**src/hw/rtl/mdm_pkg.sv**
```systemverilog
// ----------------------------------------------------------------------------
// mdm_pkg: shared types and constants of the multiply / divide / modulo unit
// Operation codes, result width and the command bundle that the controller
// sends to the datapath.
// ----------------------------------------------------------------------------
package mdm_pkg;

   localparam int RESULT_WIDTH = 32;
   localparam int OP_WIDTH     = 2;

   typedef logic [OP_WIDTH-1:0] op_type;

   localparam op_type OP_MUL = 2'd0;
   localparam op_type OP_DIV = 2'd1;
   localparam op_type OP_MOD = 2'd2;

   typedef struct packed {
      logic load;      // capture operands, clear partial result
      logic step;      // one shift-add or restore step
      logic publish;   // write the finished result to the output register
   } cmd_type;

endpackage

```
**src/hw/rtl/mdm_datapath.sv**
```systemverilog
// ----------------------------------------------------------------------------
// mdm_datapath: shared shift-add / restoring-divide datapath
// One pair of shift registers serves both operations: the upper half holds
// the partial product or the partial remainder, the lower half the
// multiplier or the dividend bits that turn into quotient bits.
// ----------------------------------------------------------------------------
module mdm_datapath
   import mdm_pkg::*;
#(
   parameter int OPERAND_WIDTH = 16
) (
   input  logic                     clock,
   input  cmd_type                  cmd,
   input  op_type                   req_op,
   input  logic [OPERAND_WIDTH-1:0] req_operand_a,
   input  logic [OPERAND_WIDTH-1:0] req_operand_b,
   output logic [RESULT_WIDTH-1:0]  rsp_result
);

   localparam int W = OPERAND_WIDTH;

   op_type         op_ff, op_in;
   logic [W:0]     hi_ff, hi_in;
   logic [W-1:0]   lo_ff, lo_in;
   logic [W-1:0]   addend_ff, addend_in;
   logic [RESULT_WIDTH-1:0] result_ff, result_in;

   logic [W:0]     mul_sum;
   logic [W:0]     div_shift;
   logic [W+1:0]   div_diff;
   logic [2*W-1:0] product;
   logic [RESULT_WIDTH-1:0] final_value;

   always_comb begin
      // multiply: add multiplicand when the current multiplier bit is set
      mul_sum   = {1'b0, hi_ff[W-1:0]} + (lo_ff[0] ? {1'b0, addend_ff} : '0);
      // divide: bring in the next dividend bit and try the divisor
      div_shift = {hi_ff[W-1:0], lo_ff[W-1]};
      div_diff  = {1'b0, div_shift} - {2'b00, addend_ff};
      product   = {hi_ff[W-1:0], lo_ff};

      case (op_ff)
         OP_MUL:  final_value = RESULT_WIDTH'(product);
         OP_DIV:  final_value = RESULT_WIDTH'(lo_ff);
         OP_MOD:  final_value = RESULT_WIDTH'(hi_ff[W-1:0]);
         default: final_value = '0;
      endcase
   end

   always_comb begin
      op_in     = op_ff;
      hi_in     = hi_ff;
      lo_in     = lo_ff;
      addend_in = addend_ff;
      result_in = result_ff;
      if (cmd.load) begin
         op_in = req_op;
         hi_in = '0;
         if (req_op == OP_MUL) begin
            lo_in     = req_operand_b;
            addend_in = req_operand_a;
         end else begin
            lo_in     = req_operand_a;
            addend_in = req_operand_b;
         end
      end else if (cmd.step) begin
         if (op_ff == OP_MUL) begin
            hi_in = {1'b0, mul_sum[W:1]};
            lo_in = {mul_sum[0], lo_ff[W-1:1]};
         end else if (!div_diff[W+1]) begin
            hi_in = div_diff[W:0];
            lo_in = {lo_ff[W-2:0], 1'b1};
         end else begin
            hi_in = div_shift;
            lo_in = {lo_ff[W-2:0], 1'b0};
         end
      end
      if (cmd.publish) begin
         result_in = final_value;
      end
   end

   always_ff @(posedge clock) begin
      op_ff     <= op_in;
      hi_ff     <= hi_in;
      lo_ff     <= lo_in;
      addend_ff <= addend_in;
      result_ff <= result_in;
   end

   assign rsp_result = result_ff;

endmodule

```
**src/hw/rtl/mdm_ctrl.sv**
```systemverilog
// ----------------------------------------------------------------------------
// mdm_ctrl: sequencing controller
// Takes a beat when idle, runs one datapath step per operand bit, then
// moves the result into the output register as soon as that is free.
// ----------------------------------------------------------------------------
module mdm_ctrl
   import mdm_pkg::*;
#(
   parameter int OPERAND_WIDTH = 16
) (
   input  logic    clock,
   input  logic    reset,
   input  logic    req_valid,
   output logic    req_stall,
   output logic    rsp_valid,
   input  logic    rsp_stall,
   output cmd_type cmd
);

   localparam int CNT_W = $clog2(OPERAND_WIDTH);

   localparam logic [1:0] ST_IDLE = 2'd0;
   localparam logic [1:0] ST_STEP = 2'd1;
   localparam logic [1:0] ST_DONE = 2'd2;

   logic [1:0]       state_ff, state_in;
   logic [CNT_W-1:0] count_ff, count_in;
   logic             valid_ff, valid_in;
   logic             out_free;

   assign out_free  = !valid_ff || !rsp_stall;
   assign req_stall = (state_ff != ST_IDLE);
   assign rsp_valid = valid_ff;

   always_comb begin
      state_in    = state_ff;
      count_in    = count_ff;
      cmd.load    = 1'b0;
      cmd.step    = 1'b0;
      cmd.publish = 1'b0;
      unique case (state_ff)
         ST_IDLE: begin
            if (req_valid) begin
               cmd.load = 1'b1;
               count_in = CNT_W'(OPERAND_WIDTH - 1);
               state_in = ST_STEP;
            end
         end
         ST_STEP: begin
            cmd.step = 1'b1;
            count_in = count_ff - CNT_W'(1);
            if (count_ff == '0) begin
               state_in = ST_DONE;
            end
         end
         ST_DONE: begin
            if (out_free) begin
               cmd.publish = 1'b1;
               state_in    = ST_IDLE;
            end
         end
         default: begin
            state_in = ST_IDLE;
         end
      endcase
      // output register: filled on publish, emptied when the beat is taken
      if (cmd.publish) begin
         valid_in = 1'b1;
      end else if (!rsp_stall) begin
         valid_in = 1'b0;
      end else begin
         valid_in = valid_ff;
      end
   end

   always_ff @(posedge clock) begin
      if (reset) begin
         state_ff <= ST_IDLE;
         valid_ff <= 1'b0;
      end else begin
         state_ff <= state_in;
         valid_ff <= valid_in;
      end
      count_ff <= count_in;
   end

endmodule

```
**src/hw/rtl/mul_div_mod_unit.sv**
```systemverilog
// ----------------------------------------------------------------------------
// mul_div_mod_unit: unsigned multiply / divide / modulo unit
//
//   channel  direction  ports                                   beat
//   req      in         req_valid req_stall req_op               one operation
//                       req_operand_a req_operand_b
//   rsp      out        rsp_valid rsp_stall rsp_result           one result
//
// A beat that is taken runs one step of the shared shift-add / restoring-divide
// datapath per operand bit; its result is then published into the output
// register as soon as that register is free. The controller returns to idle
// after the publish and can take the next beat from there.
// One operation is in flight at a time; req_stall is high while it runs.
// The finished result sits in an output register, so a new beat is taken
// while the previous result is still stalled on rsp.
// Synchronous reset clears the controller and the output valid.
// ----------------------------------------------------------------------------
module mul_div_mod_unit
   import mdm_pkg::*;
#(
   parameter int OPERAND_WIDTH = 16
) (
   input  logic                     clock,
   input  logic                     reset,
   input  logic                     req_valid,
   output logic                     req_stall,
   input  op_type                   req_op,
   input  logic [OPERAND_WIDTH-1:0] req_operand_a,
   input  logic [OPERAND_WIDTH-1:0] req_operand_b,
   output logic                     rsp_valid,
   input  logic                     rsp_stall,
   output logic [RESULT_WIDTH-1:0]  rsp_result
);

   cmd_type cmd;

   mdm_ctrl #(
      .OPERAND_WIDTH (OPERAND_WIDTH)
   ) u_ctrl (
      .clock     (clock),
      .reset     (reset),
      .req_valid (req_valid),
      .req_stall (req_stall),
      .rsp_valid (rsp_valid),
      .rsp_stall (rsp_stall),
      .cmd       (cmd)
   );

   mdm_datapath #(
      .OPERAND_WIDTH (OPERAND_WIDTH)
   ) u_datapath (
      .clock         (clock),
      .cmd           (cmd),
      .req_op        (req_op),
      .req_operand_a (req_operand_a),
      .req_operand_b (req_operand_b),
      .rsp_result    (rsp_result)
   );

endmodule

```
**config.mk**
```make
export PLATFORM = sky130hd
export DESIGN_NAME = mul_div_mod_unit
export DESIGN_NICKNAME = d
export VERILOG_FILES = /design/src/hw/rtl/mdm_pkg.sv /design/src/hw/rtl/mdm_datapath.sv /design/src/hw/rtl/mdm_ctrl.sv /design/src/hw/rtl/mul_div_mod_unit.sv
export SDC_FILE = /design/constraint.sdc
export NUM_CORES = 1
export LEC_CHECK = 0
export ABC_AREA = 1
export BUFFER_PORTS_ARGS = -buffer_cell sky130_fd_sc_hd__buf_2
export CORE_ASPECT_RATIO = 1.1
export CORE_UTILIZATION = 42
export CTS_CLUSTER_DIAMETER = 80
export DETAILED_ROUTE_END_ITERATION = 8
export SYNTH_ARGS = -nofsm -noshare
export SYNTH_HDL_FRONTEND = slang
export SYNTH_SLANG_ARGS = --single-unit
```
**constraint.sdc**
```tcl
create_clock -name clock -period 2.3 [get_ports clock]
set_input_delay 0.46 -clock clock [delete_from_list [all_inputs] [get_ports clock]]
set_output_delay 0.46 -clock clock [all_outputs]
set_load 0.01 [all_outputs]
```
==> results by stage, run 1 <==
Run status:
- The run finished with clean final reports.

STA:
- The maximum clock skew at final layout is 0.00685 ns.
- Of the available clock period, the critical path in the final layout requires 94.4%.
- The post-layout minimum cycle time is 2.17 ns.
- The worst pin sits at a relative slew slack of 59.1%.
- The number of hold violations in the final report is 0.
- The number of failing setup endpoints in the final timing report is 0.
- The transition time at the pin with the least slew margin is 0.611 ns.
- The upper clock frequency limit is 0.461 GHz.
- The final count of pins violating max slew is 0.

Yosys:
- The fraction of synthesized cell area taken by the top area cell type is 33.9%.
- The count of cell types in the netlist is 37.
- Yosys instantiated no cell more often than nand2_1.
- Of all flip-flops after synthesis, the portion carrying an async set or reset was 0%.
- Of all cell types, the one taking the most synthesized area is edfxtp_1.
- The post-synthesis area per instance is 7.18 um^2.
- The sequential-to-total area share from yosys stat is 40.0%.
- The cell area after synthesis is 6200 um^2.
- The top flip-flop cell by instance count after synthesis is edfxtp_1.
- The total number of yosys warnings is 0.
- The net count after synthesis is 936.
- By area the synthesized netlist is led by edfxtp_1 34%, nand2_1 16%, inv_1 9.3%.
- The commonest cells after synthesis are 268 x nand2_1, 153 x inv_1, 70 x edfxtp_1.
- The flip-flop and latch count after synthesis is 89.
- The post-synthesis instance total is 863.
- Yosys mapped a number of flops with a built-in enable equal to 70.

Setup path:
- In this run the critical register-to-register path is captured at u_datapath.hi_ff[12]$_SDFFE_PP0P_.
- The worst register-to-register path begins at u_datapath.addend_ff[0]$_DFFE_PP_.
- STA puts the critical path data required time at 2.56 ns.
- The worst setup path is captured at a flip-flop.
- The register-to-register path setup slack is 0.13 ns.
- The worst setup path is launched from a flip-flop.
- The arrival time at the worst endpoint is 2.43 ns.
- The type of the worst setup path is reg -> reg.
- The depth of the worst register-to-register path is 12.
- Along the worst path, the maximum fanout reaches 2.

Placement:
- The placer's final routability congestion estimate is 0.930.
- The wire-length estimate of the detail-placed layout is 13.6 mm.
- The number of port buffers is 71.
- The instance count after placement with tap cells included is 1139.
- The area of placed instances is 7030 um^2.

Hold path:
- The classification of the worst-slack hold path is in -> reg.
- In this run the most critical hold path is launched from reset.
- The hold-critical path endpoint is u_ctrl.state_ff[0]$_SDFFE_PP0P_.
- The hold path depth is 2.

Global route:
- The via count of the first global-routing pass is 5530.
- Entering global routing, the biggest net connects 60 pins.
- The initial antenna violation count is 0.
- The global-route usage over all layers is 23.6%.
- The global-route wire length before repair is 27.8 mm.
- The remaining global-route overflow is 0.

CTS:
- The TritonCTS clock tree is built.
- In this run the number of H-tree levels came out at 3.
- In this run the clock root is driven by a clkbuf_16.
- Clock latency on the worst-skew pair, taken at its later pin, is 0.35 ns.
- The clock input transition at the sequential cells of the worst setup and hold paths is 0.07 ns.
- The longest clock path from root to sink contains 2 buffers.
- Counting every sink on the clock net gives 89.
- Clock tree synthesis inserted a total of 9 buffers.

Drt:
- The post-detailed-route wirelength per cell is 15.3 um.
- In the routed design, unresolved DRC markers number 0.
- The total via count after detailed routing is 5807.
- The sum of routed wire length over all layers is 17.7 mm.
- In the routed layout, each cell is associated on average with a via count of 5.02.
- The starting DRC count in detailed routing is 445.
- The number of routed nets with antenna violations is 0.
- The first detailed-routing pass took 5 iterations.

Run:
- The tool flagged a number of max-cap violations equal to 0.

Die:
- The die outline area is 15200 um^2.
- The number of placement rows is 46.
- The number of ports placed on the die boundary is 72.
- The effective utilization at floorplan is 43.1%.
- The vertical die dimension is 129 um.
- The die extent in x is 118 um.
- The core region is 14400 um^2.

Cells and area:
- The final cell count without fillers is 1157.
- Compared with the post-synthesis result, the final layout area differs by 20.4%.
- After routing the design area is 7470 um^2.
- The post-route netlist has 17.4% of its cells at a drive strength greater than 1.
- The number of antenna cells inserted is 0.
- The layout net count is 1033.
- The number of fill cells in the layout is 1448.

Pwr:
- The static leakage is 3.82 nW.
- Dividing total power by cell area gives a power density of 811 nW/um^2.
- The worst-case IR drop observed on VDD is 583 uV.
repair_timing:
action,4_1_cts,5_1_grt
setup buffers,0,2
resized for setup,0,23
setup endpoints to repair,0,13
hold buffers,0,0
metrics by stage:
step                      total power, W  utilization (%)  setup slack (ns)  setup TNS, ns  hold WS (ns)
after floorplan                  0.00365                -            0.0253              0         0.511
after global placement           0.00444             48.9            0.0964              0         0.528
after detailed placement         0.00444             48.9            0.0534              0         0.537
after CTS                        0.00597             51.0            0.0458              0         0.291
after global routing             0.00646             51.9           -0.0384        -0.0800         0.295
final                            0.00605             51.9             0.129              0         0.296
sequential cells by signal, indices dropped and copies added (netlist names):
register / cells
u_ctrl.state_ff: 2
u_ctrl.count_ff: 4
u_datapath.hi_ff: 16
u_datapath.rsp_result: 32
u_datapath.op_ff: 2
u_datapath.addend_ff: 16
u_ctrl.rsp_valid: 1
u_datapath.lo_ff: 16
layout make-up:
| cell class | count | area [um^2] | share of cell area [%] |
|---|---|---|---|
| Clock buffer | 10 | 229 | 3.07 |
| Clock inverter | 6 | 75.1 | 1.01 |
| Inverter | 154 | 578 | 7.74 |
| Multi-Input combinational cell | 592 | 3150 | 42.2 |
| Sequential cell | 89 | 2480 | 33.2 |
| Tap cell | 192 | 240 | 3.22 |
| Timing Repair Buffer | 114 | 713 | 9.55 |
logic make-up (layout without fill, tap and decap cells):
| kind of cell | Yosys count | after routing | synth area share, % |
|---|---|---|---|
| xor+xnor | 9 | 9 | 1.27 |
| compound gates | 140 | 140 | 12.3 |
| fa+ha+maj | 35 | 35 | 7.31 |
| flops | 89 | 89 | 40.0 |
| simple gates | 408 | 408 | 27.8 |
| buf+inv | 182 | 284 | 11.3 |
critical path, cell delays in order, from the launching register on:
cell      delay (ns)
edfxtp_1        0.43
ha_1            0.25
fa_1            0.41
inv_1           0.09
nand3_1         0.11
nand3_2         0.12
nand4_1         0.16
nand4_1         0.11
nand2_1         0.05
nand2_1         0.12
nand4_1         0.10
nand2_1         0.07
inv_1           0.03
worst max-delay path by stage:
stage                                                  from                                end  slack (ns)  depth (start not counted)
final                     u_datapath.addend_ff[0]$_DFFE_PP_  u_datapath.hi_ff[12]$_SDFFE_PP0P_        0.13                         12
after CTS                     u_datapath.lo_ff[0]$_DFFE_PP_  u_datapath.hi_ff[12]$_SDFFE_PP0P_        0.05                         14
after global routing          u_datapath.lo_ff[0]$_DFFE_PP_   u_datapath.hi_ff[5]$_SDFFE_PP0P_       -0.04                         15
after floorplan               u_datapath.lo_ff[0]$_DFFE_PP_   u_datapath.hi_ff[9]$_SDFFE_PP0P_        0.03                         17
after detailed placement      u_datapath.lo_ff[0]$_DFFE_PP_  u_datapath.hi_ff[12]$_SDFFE_PP0P_        0.05                         14
after global placement        u_datapath.lo_ff[0]$_DFFE_PP_  u_datapath.hi_ff[12]$_SDFFE_PP0P_         0.1                         14
layout by cell type (no fill, tap or decap), types with 2 or more instances in the layout:
cell type    n
nor2_4       2
a21oi_4      3
buf_4       39
nor2_2       5
fa_1         2
nor2_1      54
clkbuf_16    9
ha_4         4
nand2_4      2
clkinv_4     2
inv_1      153
or2_2        2
nor3_1       3
nand2_1    263
nand4_1     15
o21ai_0     45
ha_1        28
buf_2       71
buf_12       3
xnor2_1      4
nand3b_1     6
a21oi_2      4
o22ai_1     18
o21bai_1     2
nand2_2      7
nand3_1     39
dfxtp_1     19
a21oi_1     63
edfxtp_1    70
nand3_2      5
a31oi_1      2
xor2_1       5
report_power, final:
part | total, W | internal, W | switching, W
logic | 0.00247 | 0.000942 | 0.00152
clock network | 0.00152 | 0.000858 | 0.000664
registers | 0.00207 | 0.00195 | 0.000113
per-layer routing:
metal | share of wire (%) | track usage [%]
met4 | 2.9 | 9.28
met5 | 0 | 0
met1 | 44 | 28.6
met3 | 4.0 | 4.71
met2 | 49 | 41.5
(Power assumes the default switching activity.)
==> inputs of run 2 (changes only) <==
Clock period 2.3 ns to 2.2 ns, I/O delays scaled along.
==> results by stage, run 2 (same netlist as run 1, synthesis figures left out) <==
Run status:
- The run finished with clean final reports.

Hold path:
- The hold path depth is 2 (unchanged).
- The worst hold path begins at reset.
- The hold-critical path endpoint is u_ctrl.state_ff[0]$_SDFFE_PP0P_.
- The min-delay analysis places its worst path in the category in -> reg.

Pwr:
- The power density relative to cell area is 859 nW/um^2 (+5.9%).
- The static leakage came to 3.92 nW (+2.6%).
- The maximum vdd ir drop is 459 uV (-21%).
- The design internal power was 0.00423 W (+13%).
- The fraction of power consumed by combinational cells is 42.5% (+1.8 points).
- The clock network fraction of design power is 25.1% (about the same).
- The share of total power in sequential cells is 32.3% (-1.8 points).
- The total net switching power came to 0.00251 W (+9.3%).
- The switching share of power was 37.3% (-0.72 points).

Global route:
- The global-route wire length before repair was 27.2 mm (-2.3%).
- The initial antenna violation count is 0 (unchanged).
- The via count of the first global-routing pass was 5296 (-4.2%).
- The remaining global-route overflow was 0 (unchanged).
- The global-route usage over all layers is 23.3% (-0.35 points).
- The pin count of the biggest net entering global routing is 47 (-22%).

STA:
- The post-layout minimum cycle time came to 2.11 ns (-0.0638 ns).
- The transition time at the pin with the least slew margin is 0.960 ns (+0.348 ns).
- The number of hold violations in the final report is 0 (unchanged).
- The final count of pins violating max slew is 0 (unchanged).
- The max-slew headroom at the worst pin is 35.9% (-23 points).
- Setup repair after global routing could not meet its margin everywhere.
- The upper clock frequency limit is 0.475 GHz (+3.0%).
- The tightest hold margin is 0.286 ns (-0.0103 ns).
- The maximum clock skew at final layout is 0.00378 ns (-0.00307 ns).
- The number of failing setup endpoints in the final timing report is 0 (unchanged).
- The final critical-path share of the clock period is 95.8% (+1.4 points).

Setup path:
- The arrival time at the worst endpoint is 2.35 ns (-0.08 ns).
- The depth of the worst register-to-register path was 15 (+3).
- The library cell appearing most often on the critical path is nand2_1.
- The slowest stage of the critical path is the edfxtp_1 cell.
- The endpoint type of the worst setup path is a flip-flop.
- The worst-path maximum fanout is 5 (+3).
- The critical path goes through buf_4, nand2_1, inv_1, ha_2, fa_2, nand3_2, nand2_4, inv_2, o21bai_2, nand2_1, nand3b_1, nand3_1, nand2_1, nor2_1, nor2_1.
- Broken down by cell family, the worst path's largest delay share belongs to simple AND/OR/NAND/NOR gates.
- The worst path buffer plus inverter count is 3 (+1).
- The endpoint required time on the critical path is 2.44 ns (-0.12 ns).
- The register-to-register path setup slack is 0.09 ns (-0.04 ns).
- The delay of the slowest cell on the worst path is 0.40 ns (-0.03 ns).
- The destination of the worst register-to-register timing path is u_datapath.hi_ff[9]$_SDFFE_PP0P_.
- The type of the worst setup path is reg -> reg.
- The kind of launch point of the worst setup path is a flip-flop.
- The reg-to-reg critical path startpoint is u_datapath.addend_ff[0]$_DFFE_PP_.

Drt:
- The starting DRC count in detailed routing is 404 (-9.2%).
- The number of routed nets with antenna violations is 0 (unchanged).
- The average via count per standard cell is 5.04 (+0.42%).
- The sum of routed wire length over all layers came to 18.1 mm (+2.2%).
- The met3 wire length came to 656 um (-7.3%).
- The met1 layer wirelength in the final routing came to 7.99 mm (+2.8%).
- The length of routed met2 wiring is 8.87 mm (+2.4%).
- The number of remaining DRC errors is 0 (unchanged).
- The first-pass iteration count of the detailed router is 5 (unchanged).
- The post-detailed-route wirelength per cell came to 15.3 um (+0.51%).
- The total via count after detailed routing was 5932 (+2.2%).
- The top layer used by detailed routing is met4.

Cells and area:
- The final design area excluding fillers is 7850 um^2 (+5.2%).
- Leaving out fill and tap cells, the most frequent cells in the layout are 255 x nand2_1, 151 x inv_1, 71 x buf_2.
- The fraction of final layout cells sized beyond drive strength 1 is 22.3% (+4.9 points).
- The flip-flop count of the largest register after layout came to 32 (unchanged).
- The number of fill cells in the layout came to 1431 (-1.2%).
- The most frequent standard cell in the layout excluding fill and tap cells is nand2_1.
- The final core utilization is 54.6% (+2.7 points).
- The layout net count is 1053 (+1.9%).
- The number of antenna cells inserted is 0 (unchanged).
- The growth of design area from synthesis to finish is 26.7%.

CTS:
- The cell at the root of the clock tree is clkbuf_16.
- The H-tree depth reported by CTS is 3 (unchanged).
- The clock latency on the worst-skew pair is 0.35 ns (about the same).
- The clock buffer count from CTS is 9 (unchanged).
- The number of buffers inserted by hold repair at cts came to 0 (unchanged).
- The clock input transition at the sequential cells of the worst setup and hold paths came to 0.07 ns (about the same).
- The TritonCTS clock tree is built.
- The sink count of the clock tree is 89 (unchanged).
- The buffer depth of the longest clock path is 2 (unchanged).

Placement:
- The area of placed instances is 7100 um^2 (+0.96%).
- The placer's final routability congestion estimate came to 0.883 (-5.1%).
- The HPWL after detailed placement is 13.6 mm (+0.27%).
- The number of port buffers came to 71 (unchanged).

Die:
- The die outline area is 15200 um^2 (unchanged).
- The number of ports placed on the die boundary is 72 (unchanged).
- The vertical die dimension came to 129 um (unchanged).
- The area of the core is 14400 um^2 (unchanged).
- The die extent in x is 118 um (unchanged).
- The effective utilization at floorplan came to 43.1% (unchanged).
- The number of placement rows is 46 (unchanged).

Run:
- The number of maximum-capacitance violations is 0 (unchanged).
-- run 2: cell types whose count changed in the layout (fill, tap and decap cells not counted), sizes merged --
cell	change
inv	-1
buf	+21
bufinv	+1
clkinv	+1
clkbuf	-1
clkinvlp	-1
-- run 2: per-layer routing --
metal	global-route usage (%)	vias to the layer above
li1	-	3029
met1	29.3	2724
met2	40.2	145
met3	2.95	34
met4	10.5	0
met5	0	-
-- run 2: worst max path at each step --
stage	from	endpoint	slack, ns	depth (start not counted)
finish	u_datapath.addend_ff[0]$_DFFE_PP_	u_datapath.hi_ff[9]$_SDFFE_PP0P_	0.09	15
global placement	u_datapath.lo_ff[0]$_DFFE_PP_	u_datapath.hi_ff[12]$_SDFFE_PP0P_	0.01	14
floorplan	u_ctrl.state_ff[1]$_SDFFE_PP0P_	u_datapath.lo_ff[0]$_DFFE_PP_	0.002	6
detailed placement	u_datapath.lo_ff[0]$_DFFE_PP_	u_datapath.hi_ff[13]$_SDFFE_PP0P_	-0.006	14
global route	u_datapath.lo_ff[0]$_DFFE_PP_	u_datapath.hi_ff[14]$_SDFFE_PP0P_	-0.05	15
CTS	u_datapath.lo_ff[0]$_DFFE_PP_	u_datapath.hi_ff[8]$_SDFFE_PP0P_	0.008	15
-- run 2: cell type report --
cell class                 count  area, um^2  share of cell area [%]
clock inverter                 6        90.1                    1.15
inverter                     154         578                    7.36
timing repair buffer         134         877                    11.2
clock buffer                  10         229                    2.92
tap                          192         240                    3.06
sequential                    89        2480                    31.6
multi-input combinational    592        3350                    42.7
-- run 2: stage by stage --
stage                     worst slack, ns  TNS [ns]  instances  total power [W]
after floorplan                   0.00216         0        863          0.00382
after CTS                         0.00807         0       1165          0.00639
final                              0.0931         0       1177          0.00674
after global routing              -0.0456    -0.182       1177          0.00715
after global placement             0.0123         0       1148          0.00469
after detailed placement         -0.00622  -0.00622       1148          0.00469
-- run 2: power by group through the flow --
stage               clock network [W]  registers (W)  logic [W]
finish                        0.00169        0.00218    0.00287
global route                  0.00178        0.00219    0.00317
CTS                           0.00171        0.00217    0.00251
detailed placement                  0        0.00221    0.00249
global placement                    0        0.00221    0.00248
floorplan                           0        0.00219    0.00164
-- run 2: what timing repair did --
action / 4_1_cts / 5_1_grt
gates resized for setup: 0 / 74
endpoints found under the setup margin: 3 / 17
buffers inserted: 1 / 12
pin swaps: 0 / 11
==> inputs of run 3 (changes only) <==
Settings changed: CORE_UTILIZATION 42 to 25.
==> results by stage, run 3 (same netlist as run 1, synthesis figures left out) <==
Run status:
- The run finished, with violations left.
- The final reports fail on DRC.

Cells and area:
- Leaving out fill and tap cells, the most frequent cells in the layout are 259 x nand2_1, 146 x inv_1, 71 x buf_2.
- The layout net count is 1049 (-0.38%).
- The final cell count without fillers is 1291 (+9.7%).
- The growth of design area from synthesis to finish is 27.9%.
- The number of antenna cells inserted came to 0 (unchanged).
- Leaving out fill and tap cells, the most frequent cell in the layout is nand2_1.
- The fraction of final layout cells sized beyond drive strength 1 came to 21.9% (-0.42 points).
- The flip-flop count of the largest register after layout is 32 (unchanged).

Pwr:
- The power density relative to cell area was 824 nW/um^2 (-4.0%).
- The static leakage was 3.87 nW (-1.3%).
- The maximum vdd ir drop is 356 uV (-22%).

Setup path:
- The worst-path maximum fanout came to 6 (+1).
- The delay of the slowest cell on the worst path is 0.52 ns (+0.12 ns).
- The reg-to-reg critical path startpoint is u_datapath.lo_ff[0]$_DFFE_PP_.
- The depth of the worst register-to-register path is 14 (-1).
- STA classifies the critical path endpoint as a flip-flop.
- The arrival time at the worst endpoint came to 2.40 ns (+0.05 ns).
- The endpoint required time on the critical path is 2.45 ns (about the same).
- In this run the critical register-to-register path is captured at u_datapath.hi_ff[15]$_SDFFE_PP0P_.
- By instance count, the cell type seen most on the critical path is nand2_1.
- The largest delay contributor family on the critical path is simple AND/OR/NAND/NOR gates.
- The worst setup path is launched from a flip-flop.
- The worst path buffer plus inverter count is 2 (-1).
- The register-to-register path setup slack is 0.05 ns (-0.04 ns).
- For this design, the slowest cell found on the critical path is edfxtp_1.
- Tracing the worst setup path back leads to its startpoint at u_datapath.lo_ff[0]$_DFFE_PP_.
- The type of the worst setup path is reg -> reg.
- Walking the worst path, the cells encountered are nand2_1, inv_2, ha_4, fa_2, nand3_2, nand2_4, nand3_1, nand3_1, nand2_1, nand2_1, nand2_1, nand4_1, nand2_1, inv_1.

Global route:
- The global-route wire length before repair is 28.1 mm (+3.5%).
- The remaining global-route overflow is 0 (unchanged).
- The initial antenna violation count is 0 (unchanged).
- The global-route usage over all layers is 13.8% (-9.4 points).
- The pin count of the biggest net entering global routing is 49 (+4.3%).
- The via count of the first global-routing pass is 5717 (+7.9%).

CTS:
- The buffer depth of the longest clock path is 2 (unchanged).
- The clock input transition at the sequential cells of the worst setup and hold paths was 0.07 ns (about the same).
- The clock latency on the worst-skew pair is 0.36 ns (about the same).
- The sink count of the clock tree is 89 (unchanged).
- The number of buffers inserted by hold repair at cts is 0 (unchanged).
- The clock buffer count from CTS was 9 (unchanged).
- The cell at the root of the clock tree is clkbuf_16.
- TritonCTS built the clock tree.
- The H-tree depth reported by CTS came to 3 (unchanged).

Placement:
- The instance count after placement with tap cells included is 1262 (+9.9%).
- The number of port buffers came to 71 (unchanged).
- The placer's final routability congestion estimate is 0.896 (+1.5%).
- The worst setup timing slack at the placement stage is 0.00832 ns (+0.0145 ns).
- The HPWL after detailed placement is 13.5 mm (-0.72%).

Hold path:
- The startpoint of the lowest-slack hold path is reset.
- The hold path depth is 2 (unchanged).
- The worst hold path terminates at u_ctrl.state_ff[1]$_SDFFE_PP0P_.
- The classification of the worst-slack hold path is in -> reg.

STA:
- The post-layout minimum cycle time is 2.15 ns (+0.0401 ns).
- The transition time at the pin with the least slew margin is 0.984 ns (+0.0240 ns).
- The tightest hold margin is 0.278 ns (-0.00804 ns).
- The final count of pins violating max slew is 0 (unchanged).
- The maximum clock skew at final layout came to 0.0110 ns (+0.00719 ns).
- The number of hold violations in the final report was 0 (unchanged).
- The upper clock frequency limit is 0.466 GHz (-1.9%).
- The final critical-path share of the clock period is 97.6% (+1.8 points).
- The max-slew headroom at the worst pin is 34.3% (-1.6 points).
- Setup repair after global routing could not meet its margin everywhere.
- The number of failing setup endpoints in the final timing report came to 0 (unchanged).
- The final worst setup slack was 0.0529 ns (-0.0401 ns).

Drt:
- The number of remaining DRC errors is 11 (+11).
- The total via count after detailed routing was 5969 (+0.62%).
- The average via count per standard cell is 4.62 (-8.3%).
- The sum of routed wire length over all layers was 17.9 mm (-0.81%).
- The starting DRC count in detailed routing was 430 (+6.4%).
- The number of routed nets with antenna violations is 0 (unchanged).
- The first-pass iteration count of the detailed router is 7 (+2).
- The post-detailed-route wirelength per cell is 13.9 um (-9.6%).

Die:
- The die extent in x is 152 um (+29%).
- The effective utilization at floorplan is 25.4% (-18 points).
- The area of the core is 24400 um^2 (+70%).
- The number of placement rows came to 60 (+30%).
- The number of ports placed on the die boundary is 72 (unchanged).
- The vertical die dimension is 167 um (+29%).
- The die outline area is 25400 um^2 (+67%).

Run:
- The number of maximum-capacitance violations is 0 (unchanged).
run 3: per-layer routing:
metal | up-vias | GRT usage [%] | share of wire (%)
met5 | - | 0 | 0
met4 | 0 | 3.77 | 1.9
met3 | 27 | 2.04 | 4.5
met2 | 152 | 24.4 | 49
met1 | 2776 | 17.5 | 44
li1 | 3014 | - | -
run 3: power breakdown:
part	total [W]	leakage, nW	switching [W]	internal, W
clock	0.00153	0.136	0.000662	0.000867
sequential	0.00218	0.808	0.000137	0.00204
combinational	0.00283	2.92	0.00167	0.00115
run 3: layout make-up:
type,instances,area [um^2]
Inverter,154,578
Clock inverter,7,61.3
Fill cell,2544,16500
Timing Repair Buffer,130,835
Clock buffer,9,225
Tap cell,310,388
Sequential cell,89,2480
Multi-Input combinational cell,592,3360
run 3: worst max path at each step:
stage | to | slack [ns] | depth (start not counted)
after CTS | u_datapath.hi_ff[9]$_SDFFE_PP0P_ | 0.003 | 14
after global routing | u_datapath.hi_ff[9]$_SDFFE_PP0P_ | -0.06 | 14
final | u_datapath.hi_ff[15]$_SDFFE_PP0P_ | 0.05 | 14
after global placement | u_datapath.hi_ff[8]$_SDFFE_PP0P_ | 0.03 | 14
after detailed placement | u_datapath.hi_ff[9]$_SDFFE_PP0P_ | 0.008 | 14
after floorplan | u_datapath.lo_ff[0]$_DFFE_PP_ | 0.002 | 6
run 3: worst reg2reg max path, cell delays in order (launching register included):
cell,delay [ns]
edfxtp_1,0.52
nand2_1,0.13
inv_2,0.05
ha_4,0.16
fa_2,0.40
nand3_2,0.10
nand2_4,0.08
nand3_1,0.11
nand3_1,0.11
nand2_1,0.07
nand2_1,0.05
nand2_1,0.06
nand4_1,0.09
nand2_1,0.07
inv_1,0.03
run 3: metrics by stage:
| stage | total power [W] | TNS, ns | instance area (um^2) | util [%] |
|---|---|---|---|---|
| after detailed placement | 0.00465 | 0 | 7210 | 29.5 |
| after global routing | 0.00694 | -0.321 | 7930 | 32.5 |
| after floorplan | 0.00382 | 0 | 6210 | - |
| after global placement | 0.00463 | 0 | 7210 | 29.5 |
| after CTS | 0.00621 | 0 | 7500 | 30.7 |
| final | 0.00653 | 0 | 7930 | 32.5 |
run 3: what timing repair did:
action | in CTS | in global routing
setup buffers | 1 | 11
endpoints found under the setup margin | 2 | 17
cloned | 0 | 1
pin swaps | 0 | 23
gates resized for setup | 0 | 75
